<file path="src/design/assert_macros.svh">
// Assertion macros shared by the design files.
// No dependencies.
`ifndef ASSERT_MACROS_SVH
`define ASSERT_MACROS_SVH

// Checks a property on every rising edge outside reset.
`define LPSB_ASSERT(lbl, clk, rst_n, prop) \
    lbl: assert property (@(posedge clk) disable iff (!rst_n) (prop)) \
        else $error("lpsb assertion failed");

// Checks that a condition implies a consequence in the same cycle.
`define LPSB_ASSERT_IMP(lbl, clk, rst_n, cond, cons) \
    `LPSB_ASSERT(lbl, clk, rst_n, (cond) |-> (cons))

`endif

</file>
<file path="src/design/lpsb_ram.sv">
// Generic single-write, single-read RAM with registered read data.
// No dependencies.
module lpsb_ram #(
    parameter int W = 8,
    parameter int D = 32
) (
    input  logic                 i_clk,
    input  logic                 i_we,
    input  logic [$clog2(D)-1:0] i_waddr,
    input  logic [W-1:0]         i_wdata,
    input  logic [$clog2(D)-1:0] i_raddr,
    output logic [W-1:0]         o_rdata
);
    logic [W-1:0] r_mem [D];
    logic [W-1:0] r_rdata;

    always_ff @(posedge i_clk) begin
        if (i_we) begin
            r_mem[i_waddr] <= i_wdata;
        end
        r_rdata <= r_mem[i_raddr];
    end

    assign o_rdata = r_rdata;
endmodule

</file>
<file path="config.mk">
export PLATFORM = sky130hd
export DESIGN_NAME = lpsb_ram
export DESIGN_NICKNAME = d
export VERILOG_FILES = /design/src/design/assert_macros.svh /design/src/design/lpsb_ram.sv
export SDC_FILE = /design/constraint.sdc
export NUM_CORES = 1
export LEC_CHECK = 0
export BUFFER_PORTS_ARGS = -buffer_cell sky130_fd_sc_hd__buf_2
export CORE_MARGIN = 8
export CORE_UTILIZATION = 55
export DETAILED_ROUTE_END_ITERATION = 7
export GPL_TIMING_DRIVEN = 0
export PLACE_DENSITY_LB_ADDON = 0.1
export SYNTH_ARGS = -nofsm -noshare
export SYNTH_HDL_FRONTEND = slang
export SYNTH_SLANG_ARGS = --single-unit
export TNS_END_PERCENT = 100
</file>
<file path="constraint.sdc">
create_clock -name i_clk -period 2.7 [get_ports i_clk]
set_input_delay 0.81 -clock i_clk [delete_from_list [all_inputs] [get_ports i_clk]]
set_output_delay 0.81 -clock i_clk [all_outputs]
set_load 0.02 [all_outputs]
</file>
==> impl_metrics.ini <==
[cells_and_area]
final_util_pct = 62.7
layout-drive-gt1-share_pct = 32.8
final_nets = 487
num-fill-cells = 1227
final_area_um2 = 11300
num_antenna_cells = 0
area_growth_pct = 12.0

[floorplanning]
boundaryPins = 28
dieArea_um2 = 22900
core_area_um2 = 18000
fp.dieW_um = 151
initial_core_util_pct = 56.0
rows = 49
die_h_um = 151

[setup_path]
critical-path-max-stage-delay_ns = 0.57
startpoint_type = input pin
cp_num_cells = 5
ff2ff_path_depth = 3
end_kind = flip-flop
crit_path_max_fanout = 10
cp_slowest_cell = clkbuf_1
r2r-end = o_rdata[4]
r2r_setup_slack_ns = 0.85
worst-endpoint-required_ns = 3.10
path_cells = clkbuf_1 > clkbuf_1 > mux4_2 > mux4_2 > mux2_2
critPathLaunch = i_raddr[2]
crit_buf_inv = 2
cpLargestDelayFamily = multiplexers
crit_arrival_ns = 3.08
r2r-start = r_mem[16][4]
path_class = in2reg
crit_end = o_rdata[3]

[run]
cap_viol_max_count = 0

[clocking]
holdBufCountCts = 0
htreeDepth = 1
worstSkewPairLatency_ns = 0.52
path_clk_slew_ns = 0.06
root_buffer = clkbuf_16
cts_setup_buffers = 0
cts_buffer_depth = 3
postCtsResizedCells = 4
cts_tree = built
cts_buffers = 26
clock-sinks = 264

[global_route]
grt_overflow = 0
grt_antenna_before_repair = 0
grt_max_degree = 33
grt_pass1_vias = 4530
grt_pass1_wl_um = 29400
track_usage_pct = 18.2

[sta]
timing.hold.ws_ns = 0.835
slew_headroom_pct = 40.5
setup_viol = 0
skew_ns = 0.00616
clock.fmax_ghz = 0.373
hold_violations = 0
rsz0062_at_grt = no
post-route-period-util_pct = 99.3
period_needed_ns = 2.68
worst_pin_slew_ns = 0.893
setup_ws_ns = 0.0197
slew_violations = 0

[hold_path]
hp-class = in2reg

[placed_design]
port_buffers = 22
gp_congestion = 0.744
pre_cts_ws_ns = -0.691
placed_area_um2 = 10500
dp_hpwl_um = 12500

[power]
p_sw_share_pct = 20.0
clockPowerShare_pct = 40.1
vdd_drop_max_v = 0.000598
p_seq_share_pct = 54.5
comb_power_share_pct = 5.4
p_leak_nw = 3.51
power.internal_w = 0.00671
power.density_nw_per_um2 = 745
p_switching_w = 0.00168

[synth]
synth_nets = 437
synth_cells = 417
synth_area_per_cell_um2 = 24.1
synth.area.top_cells = edfxtp_1 76%, mux4_2 18%, dfxtp_1 1.6%, nor2_1 1.2%, mux2_2 0.90%
synth_top_cell_area_share_pct = 76.5
ys_seq_area_share_pct = 78.1
ys_types = 15
yosysWarnings = 0
synth-seq-cells = 264
synth_area_um2 = 10100
synth_top_area_cell = edfxtp_1

[run_status]
status = completed

[drt]
drc_errors = 0
first_iter_violations = 406
dr.pass1.iters = 5
vias_per_cell = 6.19
wl_per_cell_um = 27.9
vias = 4419
routed_wl_um = 19900
ant_nets = 0
[synthesized netlist by cell type]
library cell and count:
edfxtp_1 256, mux4_2 80, nor2_1 33, dfxtp_1 8, mux2_2 8, buf_1 6
buf_4 6, clkbuf_1 6, nand3b_1 5, or3b_2 3, nand3_1 2, buf_2 1
buf_6 1, nand2_1 1, or3_1 1
[worst min-delay path by stage]
stage                             from      endpoint  cells past startpoint  slack (ns)
after floorplan           r_mem[12][0]    o_rdata[0]                      3        0.87
after global placement    r_mem[15][5]    o_rdata[5]                      3        0.90
after detailed placement  r_mem[15][6]    o_rdata[6]                      3        0.90
after CTS                   i_wdata[0]  r_mem[21][0]                      1        0.81
after global routing        i_raddr[3]    o_rdata[6]                      2        0.84
final                       i_wdata[5]  r_mem[20][5]                      1        0.84
[state kept, by name, indices dropped and copies added (netlist names)]
name / count
o_rdata: 8
r_mem: 256
[metrics by stage]
step,std cells,setup TNS [ns],power [W]
after global routing,714,0,0.00863
final,714,0,0.00839
after CTS,714,0,0.00846
after floorplan,417,0,0.00492
after global placement,668,-5.62,0.00510
after detailed placement,668,-7.20,0.00511
[area by class of cell]
class,count,area (µm²),area share (%)
Sequential cell,264,7850,69.7
Multi-Input combinational cell,133,2100,18.6
Clock buffer,37,733,6.51
Tap cell,229,287,2.54
Buffer,20,119,1.06
Timing Repair Buffer,22,110,0.978
Clock inverter,9,63.8,0.567
[layout by cell type, fill, tap and decap left out, types with 2 or more instances in the layout]
master     Yosys  layout
dfxtp_1        8       8
clkbuf_1       6      12
nand3_1        2       2
clkinv_1       0       5
nand3b_1       5       5
or3b_2         3       3
nor2_1        33      33
edfxtp_1     256     256
clkbuf_2       0       3
clkinv_2       0       3
buf_2          1      24
buf_1          6       3
mux4_2        80      80
clkbuf_16      0      27
clkbuf_8       0       2
mux2_2         8       8
buf_4          6       6
[worst register-to-register path, delay by kind of cell (launching register included)]
family	cells	cell delay, ns
DFF	1	0.36
muxes	3	1.36
[cell families (layout without fill, tap and decap cells)]
group | Yosys count | in the layout | share of synthesized area [%]
buffers and inverters | 20 | 88 | 1.06
and+or+nand+nor | 45 | 45 | 2.07
DFF | 264 | 264 | 78.1
muxes | 88 | 88 | 18.8
[routing by layer]
layer	share of wire (%)	wire length, µm	track usage [%]
met4	2.6	512	5.34
met1	45	8950	27.4
met2	46	9110	26.4
met5	0	0	0
met3	6.7	1330	4.06
[power by group through the flow]
| stage | clock network (W) | registers, W | logic (W) |
|---|---|---|---|
| after global routing | 0.00358 | 0.00457 | 0.000480 |
| after detailed placement | 0 | 0.00466 | 0.000453 |
| final | 0.00337 | 0.00457 | 0.000451 |
| after floorplan | 0 | 0.00468 | 0.000243 |
| after CTS | 0.00343 | 0.00457 | 0.000456 |
| after global placement | 0 | 0.00465 | 0.000443 |
Note: power is estimated with default switching activity, not from simulation.
