===== src/design/assert_macros.svh =====
// Assertion macros shared by the design files.
// No dependencies.
`ifndef ASSERT_MACROS_SVH
`define ASSERT_MACROS_SVH

// Checks a property on every rising edge outside reset.
`define LPSB_ASSERT(lbl, clk, rst_n, prop) \
    lbl: assert property (@(posedge clk) disable iff (!rst_n) (prop)) \
        else $error("lpsb assertion failed");

// Checks that a condition implies a consequence in the same cycle.
`define LPSB_ASSERT_IMP(lbl, clk, rst_n, cond, cons) \
    `LPSB_ASSERT(lbl, clk, rst_n, (cond) |-> (cons))

`endif


===== src/design/lpsb_pkg.sv =====
// Constants, types and arithmetic limits of the lidar packet parser.
// No dependencies.
package lpsb_pkg;

    localparam int BINS              = 400;
    localparam int POINTS_PER_PACKET = 8;
    localparam int PAYLOAD_BYTES     = 32;

    localparam int BIN_W   = 9;
    localparam int RAM_AW  = $clog2(PAYLOAD_BYTES);
    localparam int CNT_W   = $clog2(PAYLOAD_BYTES);
    localparam int POS_W   = 7;
    localparam int PI_W    = $clog2(POINTS_PER_PACKET + 1);
    localparam int PT_SH   = $clog2(POINTS_PER_PACKET);
    localparam int PBASE   = 4;
    localparam int EPOS    = PBASE + 3 * POINTS_PER_PACKET;

    localparam int ANGLE_BIAS64 = 40960;
    localparam int FULL_TURN64  = 23040;
    localparam int HALF_TURN64  = 11520;
    localparam int FULL_TURN512 = 184320;
    localparam int HALF512      = FULL_TURN512 / 2;
    localparam int AVG_WEIGHT   = 655;
    localparam int AVG_KEEP     = 65536 - AVG_WEIGHT;

    localparam int ANG_W  = 23;
    localparam int ACC_W  = 26;
    localparam int BMUL_W = $clog2(BINS + 1);
    localparam int N_W    = ANG_W + BMUL_W;
    localparam int FT_SH  = 12;
    localparam int FT_ODD = FULL_TURN512 / (2 ** FT_SH);
    localparam int K1     = 27;
    localparam int M1     = (2 ** K1 + FT_ODD - 1) / FT_ODD;
    localparam int M1_W   = $clog2(M1 + 1);
    localparam int P1_W   = N_W - FT_SH + M1_W;
    localparam int Q_W    = P1_W - K1;
    localparam int BIAS   = BINS * ((2 ** (ANG_W - 1)) / FULL_TURN512 + 1);
    localparam int U_W    = 16;
    localparam int K2     = 28;
    localparam int M2     = (2 ** K2 + BINS - 1) / BINS;
    localparam int M2_W   = $clog2(M2 + 1);
    localparam int P2_W   = U_W + M2_W;

    typedef struct packed {
        logic                    go;
        logic signed [ANG_W-1:0] ang;
    } t_pt_req;

    typedef struct packed {
        logic             done;
        logic [BIN_W-1:0] bin;
    } t_pt_rsp;

endpackage


===== src/design/lpsb_point.sv =====
// Multi-cycle unit that turns a point angle in 1/512 degree into a mirrored scan bin.
// Depends on lpsb_pkg and assert_macros.svh.
`include "assert_macros.svh"
module lpsb_point import lpsb_pkg::*; (
    input  logic    i_clk,
    input  logic    i_rst_n,
    input  t_pt_req i_req,
    output t_pt_rsp o_rsp
);
    logic [2:0]       r_stg, n_stg;
    logic             r_neg, n_neg;
    logic [ANG_W-1:0] r_mag, n_mag;
    logic [N_W-1:0]   r_n, n_n;
    logic [P1_W-1:0]  r_p1, n_p1;
    logic [U_W-1:0]   r_u, n_u;
    logic [P2_W-1:0]  r_p2, n_p2;
    logic             r_done, n_done;
    logic [BIN_W-1:0] r_bin, n_bin;
    logic [Q_W-1:0]   q;
    logic [U_W-1:0]   q2, w;

    always_comb begin
        n_stg  = r_stg;
        n_neg  = r_neg;
        n_mag  = r_mag;
        n_n    = r_n;
        n_p1   = r_p1;
        n_u    = r_u;
        n_p2   = r_p2;
        n_done = 1'b0;
        n_bin  = r_bin;
        q      = r_p1[P1_W-1:K1];
        q2     = U_W'(r_p2[P2_W-1:K2]);
        w      = r_u - U_W'(q2 * U_W'(BINS));
        case (r_stg)
            3'd0: begin
                if (i_req.go) begin
                    n_neg = i_req.ang[ANG_W-1];
                    n_mag = i_req.ang[ANG_W-1] ? ANG_W'(-i_req.ang) : ANG_W'(i_req.ang);
                    n_stg = 3'd1;
                end
            end
            3'd1: begin
                n_n   = N_W'(r_mag) * N_W'(BINS) + N_W'(HALF512);
                n_stg = 3'd2;
            end
            3'd2: begin
                n_p1  = P1_W'(r_n[N_W-1:FT_SH]) * P1_W'(M1);
                n_stg = 3'd3;
            end
            3'd3: begin
                n_u   = r_neg ? U_W'(BIAS) - U_W'(q) : U_W'(BIAS) + U_W'(q);
                n_stg = 3'd4;
            end
            3'd4: begin
                n_p2  = P2_W'(r_u) * P2_W'(M2);
                n_stg = 3'd5;
            end
            3'd5: begin
                n_bin  = BIN_W'(U_W'(BINS - 1) - w);
                n_done = 1'b1;
                n_stg  = 3'd0;
            end
            default: begin
                n_stg = 3'd0;
            end
        endcase
    end

    always_ff @(posedge i_clk) begin
        if (!i_rst_n) begin
            r_stg  <= 3'd0;
            r_done <= 1'b0;
        end else begin
            r_stg  <= n_stg;
            r_done <= n_done;
        end
        r_neg <= n_neg;
        r_mag <= n_mag;
        r_n   <= n_n;
        r_p1  <= n_p1;
        r_u   <= n_u;
        r_p2  <= n_p2;
        r_bin <= n_bin;
    end

    assign o_rsp.done = r_done;
    assign o_rsp.bin  = r_bin;

    `LPSB_ASSERT_IMP(a_go_idle, i_clk, i_rst_n, i_req.go, r_stg == 3'd0)
    `LPSB_ASSERT_IMP(a_bin_range, i_clk, i_rst_n, o_rsp.done, o_rsp.bin < BIN_W'(BINS))
    `LPSB_ASSERT_IMP(a_done_idle, i_clk, i_rst_n, o_rsp.done, r_stg == 3'd0)
endmodule


===== config.mk =====
export PLATFORM = sky130hd
export DESIGN_NAME = lpsb_point
export DESIGN_NICKNAME = d
export VERILOG_FILES = /design/src/design/lpsb_pkg.sv /design/src/design/lpsb_point.sv
export VERILOG_INCLUDE_DIRS = /design/src /design/src/design
export SDC_FILE = /design/constraint.sdc
export NUM_CORES = 1
export LEC_CHECK = 0
export ABC_CLOCK_PERIOD_IN_PS = 7800
export BUFFER_PORTS_ARGS = -buffer_cell sky130_fd_sc_hd__buf_2
export CORE_AREA = 10 10 174 176
export DETAILED_ROUTE_END_ITERATION = 16
export DIE_AREA = 0 0 184 186
export PLACE_DENSITY = 0.82
export SLEW_MARGIN = 20
export SYNTH_ARGS = -nofsm -noshare
export SYNTH_HDL_FRONTEND = slang
export SYNTH_SLANG_ARGS = --single-unit

===== constraint.sdc =====
create_clock -name i_clk -period 7.8 [get_ports i_clk]
set_input_delay 0.39 -clock i_clk [delete_from_list [all_inputs] [get_ports i_clk]]
set_output_delay 0.39 -clock i_clk [all_outputs]
set_load 0.005 [all_outputs]

==> flow_metrics.tcl, run 1 <==
set metrics [dict create \
    status "finished clean" \
    worst_clock_skew_ns 0.0121 \
    worst_pin_slew_ns 0.959 \
    grtUsageMet3_pct 3.12 \
    async_flop_share_pct 0 \
    via_per_inst 5.65 \
    fin_nets 2378 \
    ys_warn_count 0 \
    maxCapViolCount 0 \
    hold_viol 0 \
    n_fill_cell 1985 \
    start_util_pct 64.8 \
    portBuffers 35 \
    clock-sinks 93 \
    fmax_ghz 0.137 \
    cp_top_family "adder cells" \
    grt_setup_unrepaired "no" \
    ios 36 \
    min-delay-path-class "primary input to flop" \
    cts_resized 0 \
    finalMaxSlewViolations 0 \
    synth_edf_count 89 \
    cts_htree_levels 3 \
    max_slew_margin_pct 36.0 \
    critical_path_class "flop to flop" \
    clk_latency_ns 0.36 \
    clk_pin_slew_ns 0.07 \
    setup_tns_ns 0 \
    row_count 60 \
    synth_cells 1698 \
    critPathCaptureType "flop" \
    syn_area_per_cell_sq_um 10.2 \
    place.gp.congestion 0.958 \
    ant_nets 0 \
    cp_max_fo 5 \
    die_area_sq_um 34200 \
    grt_pass1_vias 12655 \
    drt-pass1-iter-count 5 \
    coreArea_sq_um 26700 \
    grt-ovfl-total 0 \
    cts_tree "yes" \
    cts_setup_buffers 0 \
    worstPathArrival_ns 7.43 \
    drive_gt1_share_pct 4.49 \
    synth_ff_type "edfxtp_1" \
    syn_area_sq_um 17300 \
    worst_setup_path_start_kind "flop" \
    synth_cell_types 66 \
    die_w_um 184 \
    insertedDiodeCount 0 \
    drc_errors 0 \
    antenna_found_initial 0 \
    clock_tree.root_cell "clkbuf_16" \
    vias 11762 \
    cp_cell_sequence "ha_1 > fa_1 > inv_1 > fa_1 > inv_1 > fa_1 > fa_1 > fa_1 > inv_1 > fa_1 > inv_1 > ha_1 > a21o_1 > a21oi_1 > nand3_1 > o31ai_1 > o21ai_0 > and2_1 > o21ai_0 > or4b_2 > o311ai_0" \
    ys_ff_latch 93 \
    met1_usage_pct 28.1 \
    crit_slowest_cell "or4b_2" \
    timing.final.crit_period_ns 7.28 \
    clockBufferDepth 2 \
    grtUsageMet2_pct 42.2 \
    dp_hpwl_um 33200 \
    holdBufCountCts 0 \
    ys_seq_area_share_pct 15.9 \
    grt_max_degree 25 \
    crit_top_cell "fa_1" \
    cp_num_buf_inv 4 \
    cts_buffers 9 \
    finalSetupViolCount 0 \
    final_common_cell "inv_1" \
    top_usage_layer "met2" \
    grt_usage_pct 23.5 \
    crit_required_ns 7.95 \
    grt_pass1_wl_um 63000 \
    drt-initial-drc-count 628 \
    syn-num-nets 2342 \
    routedWlPerCell_um 18.1 \
    areaGrowthSynthToFinish_pct 5.23 \
    layout_common_cells "inv_1, ha_1, fa_1, edfxtp_1, xnor2_1" \
    cp_slowest_stage_delay_ns 0.63 \
    finalCritPeriodShare_pct 93.3 \
    die_h_um 186 \
    wirelength_um 37600 \
]
## cell type report
class                           count  area (sq um)  area share, %
Inverter                          481          1810           9.90
Multi-Input combinational cell   1111         12700           69.8
Sequential cell                    93          2750           15.1
Clock inverter                      7          95.1          0.522
Timing Repair Buffer               38           198           1.08
Clock buffer                        9           225           1.24
Tap cell                          341           427           2.34
## registers in the layout, indices dropped and copies added (netlist names)
| name | count |
|---|---|
| r_u | 16 |
| r_done | 1 |
| r_n | 20 |
| r_stg | 3 |
| r_mag | 23 |
| r_p1 | 15 |
| r_bin | 9 |
| r_neg | 1 |
| r_p2 | 5 |
## routing by layer
metal / part of all wire [%] / wire length, um
met1: 41 / 15500
met2: 50 / 18900
met3: 4.5 / 1710
met4: 4.0 / 1490
met5: 0 / 0
## logic make-up after synthesis
group / share of synthesized area (%)
xor+xnor: 5.21
flops: 15.9
compound gates: 7.75
fa+ha+maj: 54.5
simple gates: 5.89
buf+inv: 10.8
## cell usage after synthesis (18+ instances only)
| cell | number | share of area [%] |
|---|---|---|
| nand4_1 | 18 | 0.65 |
| edfxtp_1 | 89 | 15 |
| nor2_1 | 38 | 0.82 |
| fa_1 | 228 | 26 |
| inv_1 | 481 | 10 |
| a21o_1 | 29 | 1.3 |
| xnor2_1 | 77 | 3.9 |
| ha_1 | 390 | 28 |
| nand2_1 | 42 | 0.91 |
| xor2_1 | 26 | 1.3 |
| o21ai_0 | 36 | 1.0 |
| a21oi_1 | 57 | 1.6 |
## worst register-to-register path, delay by kind of cell (launching register included)
kind | cells | cell delay, ns
buf+inv | 4 | 0.21
simple gates | 3 | 0.97
fa+ha+maj | 8 | 3.86
compound gates | 6 | 1.57
flops | 1 | 0.47
## final timing paths
kind / start / endpoint / slack, ns / depth (start not counted)
setup reg to reg: r_n[24] / r_p1[40] / 0.52 / 21
hold reg to reg: r_p1[27] / r_u[0] / 0.58 / 0
hold / removal: i_req[0] / r_mag[0] / 0.24 / 1
setup / recovery: r_n[24] / r_p1[40] / 0.52 / 21
## per-stage QoR
stage                     util (%)  hold slack [ns]  area [sq um]  instances  worst slack [ns]
after floorplan                  -            0.478         17300       1698              1.27
after global placement        67.0            0.536         17900       2064             0.778
after detailed placement      67.0            0.563         17900       2064             0.613
after CTS                     68.2            0.231         18200       2080             0.580
after global routing          68.2            0.232         18200       2080             0.122
final                         68.2            0.235         18200       2080             0.519
Power of run 1 is not shown: default switching activity piles up to over one toggle a cycle in this logic, so the estimate is an artifact.
==> run 2: changes to the inputs <==
--- a/config.mk
+++ b/config.mk
@@ -8,10 +8,10 @@
 export LEC_CHECK = 0
 export ABC_CLOCK_PERIOD_IN_PS = 7800
 export BUFFER_PORTS_ARGS = -buffer_cell sky130_fd_sc_hd__buf_2
-export CORE_AREA = 10 10 174 176
+export CORE_AREA = 10 10 181 183
 export DETAILED_ROUTE_END_ITERATION = 16
-export DIE_AREA = 0 0 184 186
-export PLACE_DENSITY = 0.82
+export DIE_AREA = 0 0 191 193
+export PLACE_DENSITY = 0.76
 export SLEW_MARGIN = 20
 export SYNTH_ARGS = -nofsm -noshare
 export SYNTH_HDL_FRONTEND = slang
==> run 2 against run 1 <==
  * Sequential cell count is the same
  * Highest routed layer unchanged
  * Clock skew about the same
  * Largest cell class unchanged
  * Wire length fell by 0.97%
  * Design area up 0.29%
  * Critical path depth did not move
  * Die area increased by 7.7%
  * Sequential share of layout area is essentially flat
  * Fmax grew 0.97%
==> flow_metrics.tcl, run 2 (synthesis results as in run 1) <==
set metrics [dict create \
    final_common_cell "inv_1" \
    cp_cell_sequence "ha_1 > fa_1 > inv_1 > fa_1 > inv_1 > fa_1 > fa_1 > fa_1 > inv_1 > fa_1 > inv_1 > ha_1 > a21o_1 > a21oi_1 > nand3_1 > o31ai_1 > o21ai_0 > and2_1 > o21ai_0 > or4b_2 > o311ai_0" \
    grt_pass1_wl_um 63300 \
    drc_errors 0 \
    worst_clock_skew_ns 0.0124 \
    row_count 63 \
    antenna_found_initial 0 \
    hold_viol 0 \
    top_regs "r_mag: 23 flops, r_n: 20 flops, r_u: 16 flops" \
    worst_setup_path_start_kind "flop" \
    areaGrowthSynthToFinish_pct 5.53 \
    place.gp.congestion 0.992 \
    cts_buffers 9 \
    clock-sinks 93 \
    final_area_sq_um 18300 \
    critical_path_class "flop to flop" \
    portBuffers 35 \
    finalSetupViolCount 0 \
    finalMaxSlewViolations 0 \
    die_w_um 191 \
    grt_pass1_vias 12632 \
    worstPathArrival_ns 7.36 \
    grt_usage_pct 21.7 \
    fmax_ghz 0.139 \
    coreArea_sq_um 29200 \
    cts_htree_levels 3 \
    ant_nets 0 \
    timing.final.crit_period_ns 7.21 \
    cts_setup_buffers 0 \
    via_per_inst 5.44 \
    setup_tns_ns 0 \
    cp_max_fo 5 \
    dp_hpwl_um 33100 \
    max_slew_margin_pct 22.5 \
    drive_gt1_share_pct 4.43 \
    drt-pass1-iter-count 7 \
    clockBufferDepth 2 \
    min-delay-path-class "primary input to flop" \
    drt-initial-drc-count 576 \
    crit_required_ns 7.95 \
    largest_reg_flops 23 \
    final_core_util_pct 62.5 \
    vias 11573 \
    holdBufCountCts 0 \
    ios 36 \
    fin_nets 2378 \
    routedWlPerCell_um 17.5 \
    regMostFlops "r_mag" \
    critPathCaptureType "flop" \
    die_area_sq_um 36900 \
    cts_resized 0 \
    layout_common_cells "inv_1, ha_1, fa_1, edfxtp_1, xnor2_1" \
    clk_pin_slew_ns 0.07 \
    insertedDiodeCount 0 \
    crit_top_cell "fa_1" \
    wirelength_um 37200 \
    grt_setup_unrepaired "no" \
    cts_tree "yes" \
    cp_slowest_stage_delay_ns 0.62 \
    finalCritPeriodShare_pct 92.4 \
    maxCapViolCount 0 \
    worst_pin_slew_ns 1.16 \
    status "finished clean" \
    start_util_pct 59.2 \
    crit_slowest_cell "or4b_2" \
    die_h_um 193 \
    clk_latency_ns 0.35 \
    placed_area_sq_um 18000 \
    grt-ovfl-total 0 \
    grt_max_degree 25 \
    clock_tree.root_cell "clkbuf_16" \
]
-- run 2: cell count changes in the layout (fill, tap and decap cells not counted) --
cell,previous run,this run
clkinv_4,1,0
-- run 2: worst max-delay path: cells and delay by family (launching register included) --
family,cells,cell delay [ns]
AOI/OAI and AO/OA,6,1.51
and+or+nand+nor,3,0.95
buffers and inverters,4,0.22
DFF,1,0.48
adders and majority gates,8,3.84
-- run 2: layout make-up --
| type | count | area (sq um) |
|---|---|---|
| Fill cell | 2357 | 11000 |
| Sequential cell | 93 | 2750 |
| Inverter | 481 | 1810 |
| Clock buffer | 9 | 225 |
| Timing Repair Buffer | 38 | 198 |
| Multi-Input combinational cell | 1111 | 12700 |
| Clock inverter | 6 | 86.3 |
| Tap cell | 390 | 488 |
-- run 2: per-stage QoR --
| step | cells | hold WS [ns] | worst slack [ns] |
|---|---|---|---|
| after floorplan | 1698 | 0.478 | 1.27 |
| after global placement | 2113 | 0.528 | 0.736 |
| after detailed placement | 2113 | 0.524 | 0.584 |
| after CTS | 2128 | 0.242 | 0.577 |
| after global routing | 2128 | 0.250 | 0.236 |
| final | 2128 | 0.242 | 0.589 |
-- run 2: worst paths after layout --
| check | start | endpoint | depth (start not counted) | slack, ns |
|---|---|---|---|---|
| worst max-delay path | r_n[25] | r_p1[40] | 21 | 0.59 |
| worst max register to register | r_n[25] | r_p1[40] | 21 | 0.59 |
| worst min-delay path | i_req[0] | r_mag[0] | 1 | 0.24 |
| worst min register to register | r_p1[27] | r_u[0] | 0 | 0.54 |
-- run 2: per-layer routing --
| metal | up-vias | wire (um) | global-route usage, % |
|---|---|---|---|
| li1 | 5580 | - | - |
| met1 | 5712 | 16100 | 27.0 |
| met2 | 239 | 18700 | 39.4 |
| met3 | 42 | 1690 | 2.77 |
| met4 | 0 | 652 | 4.36 |
| met5 | - | 0 | 0 |
Power of run 2 is left out for the same reason.
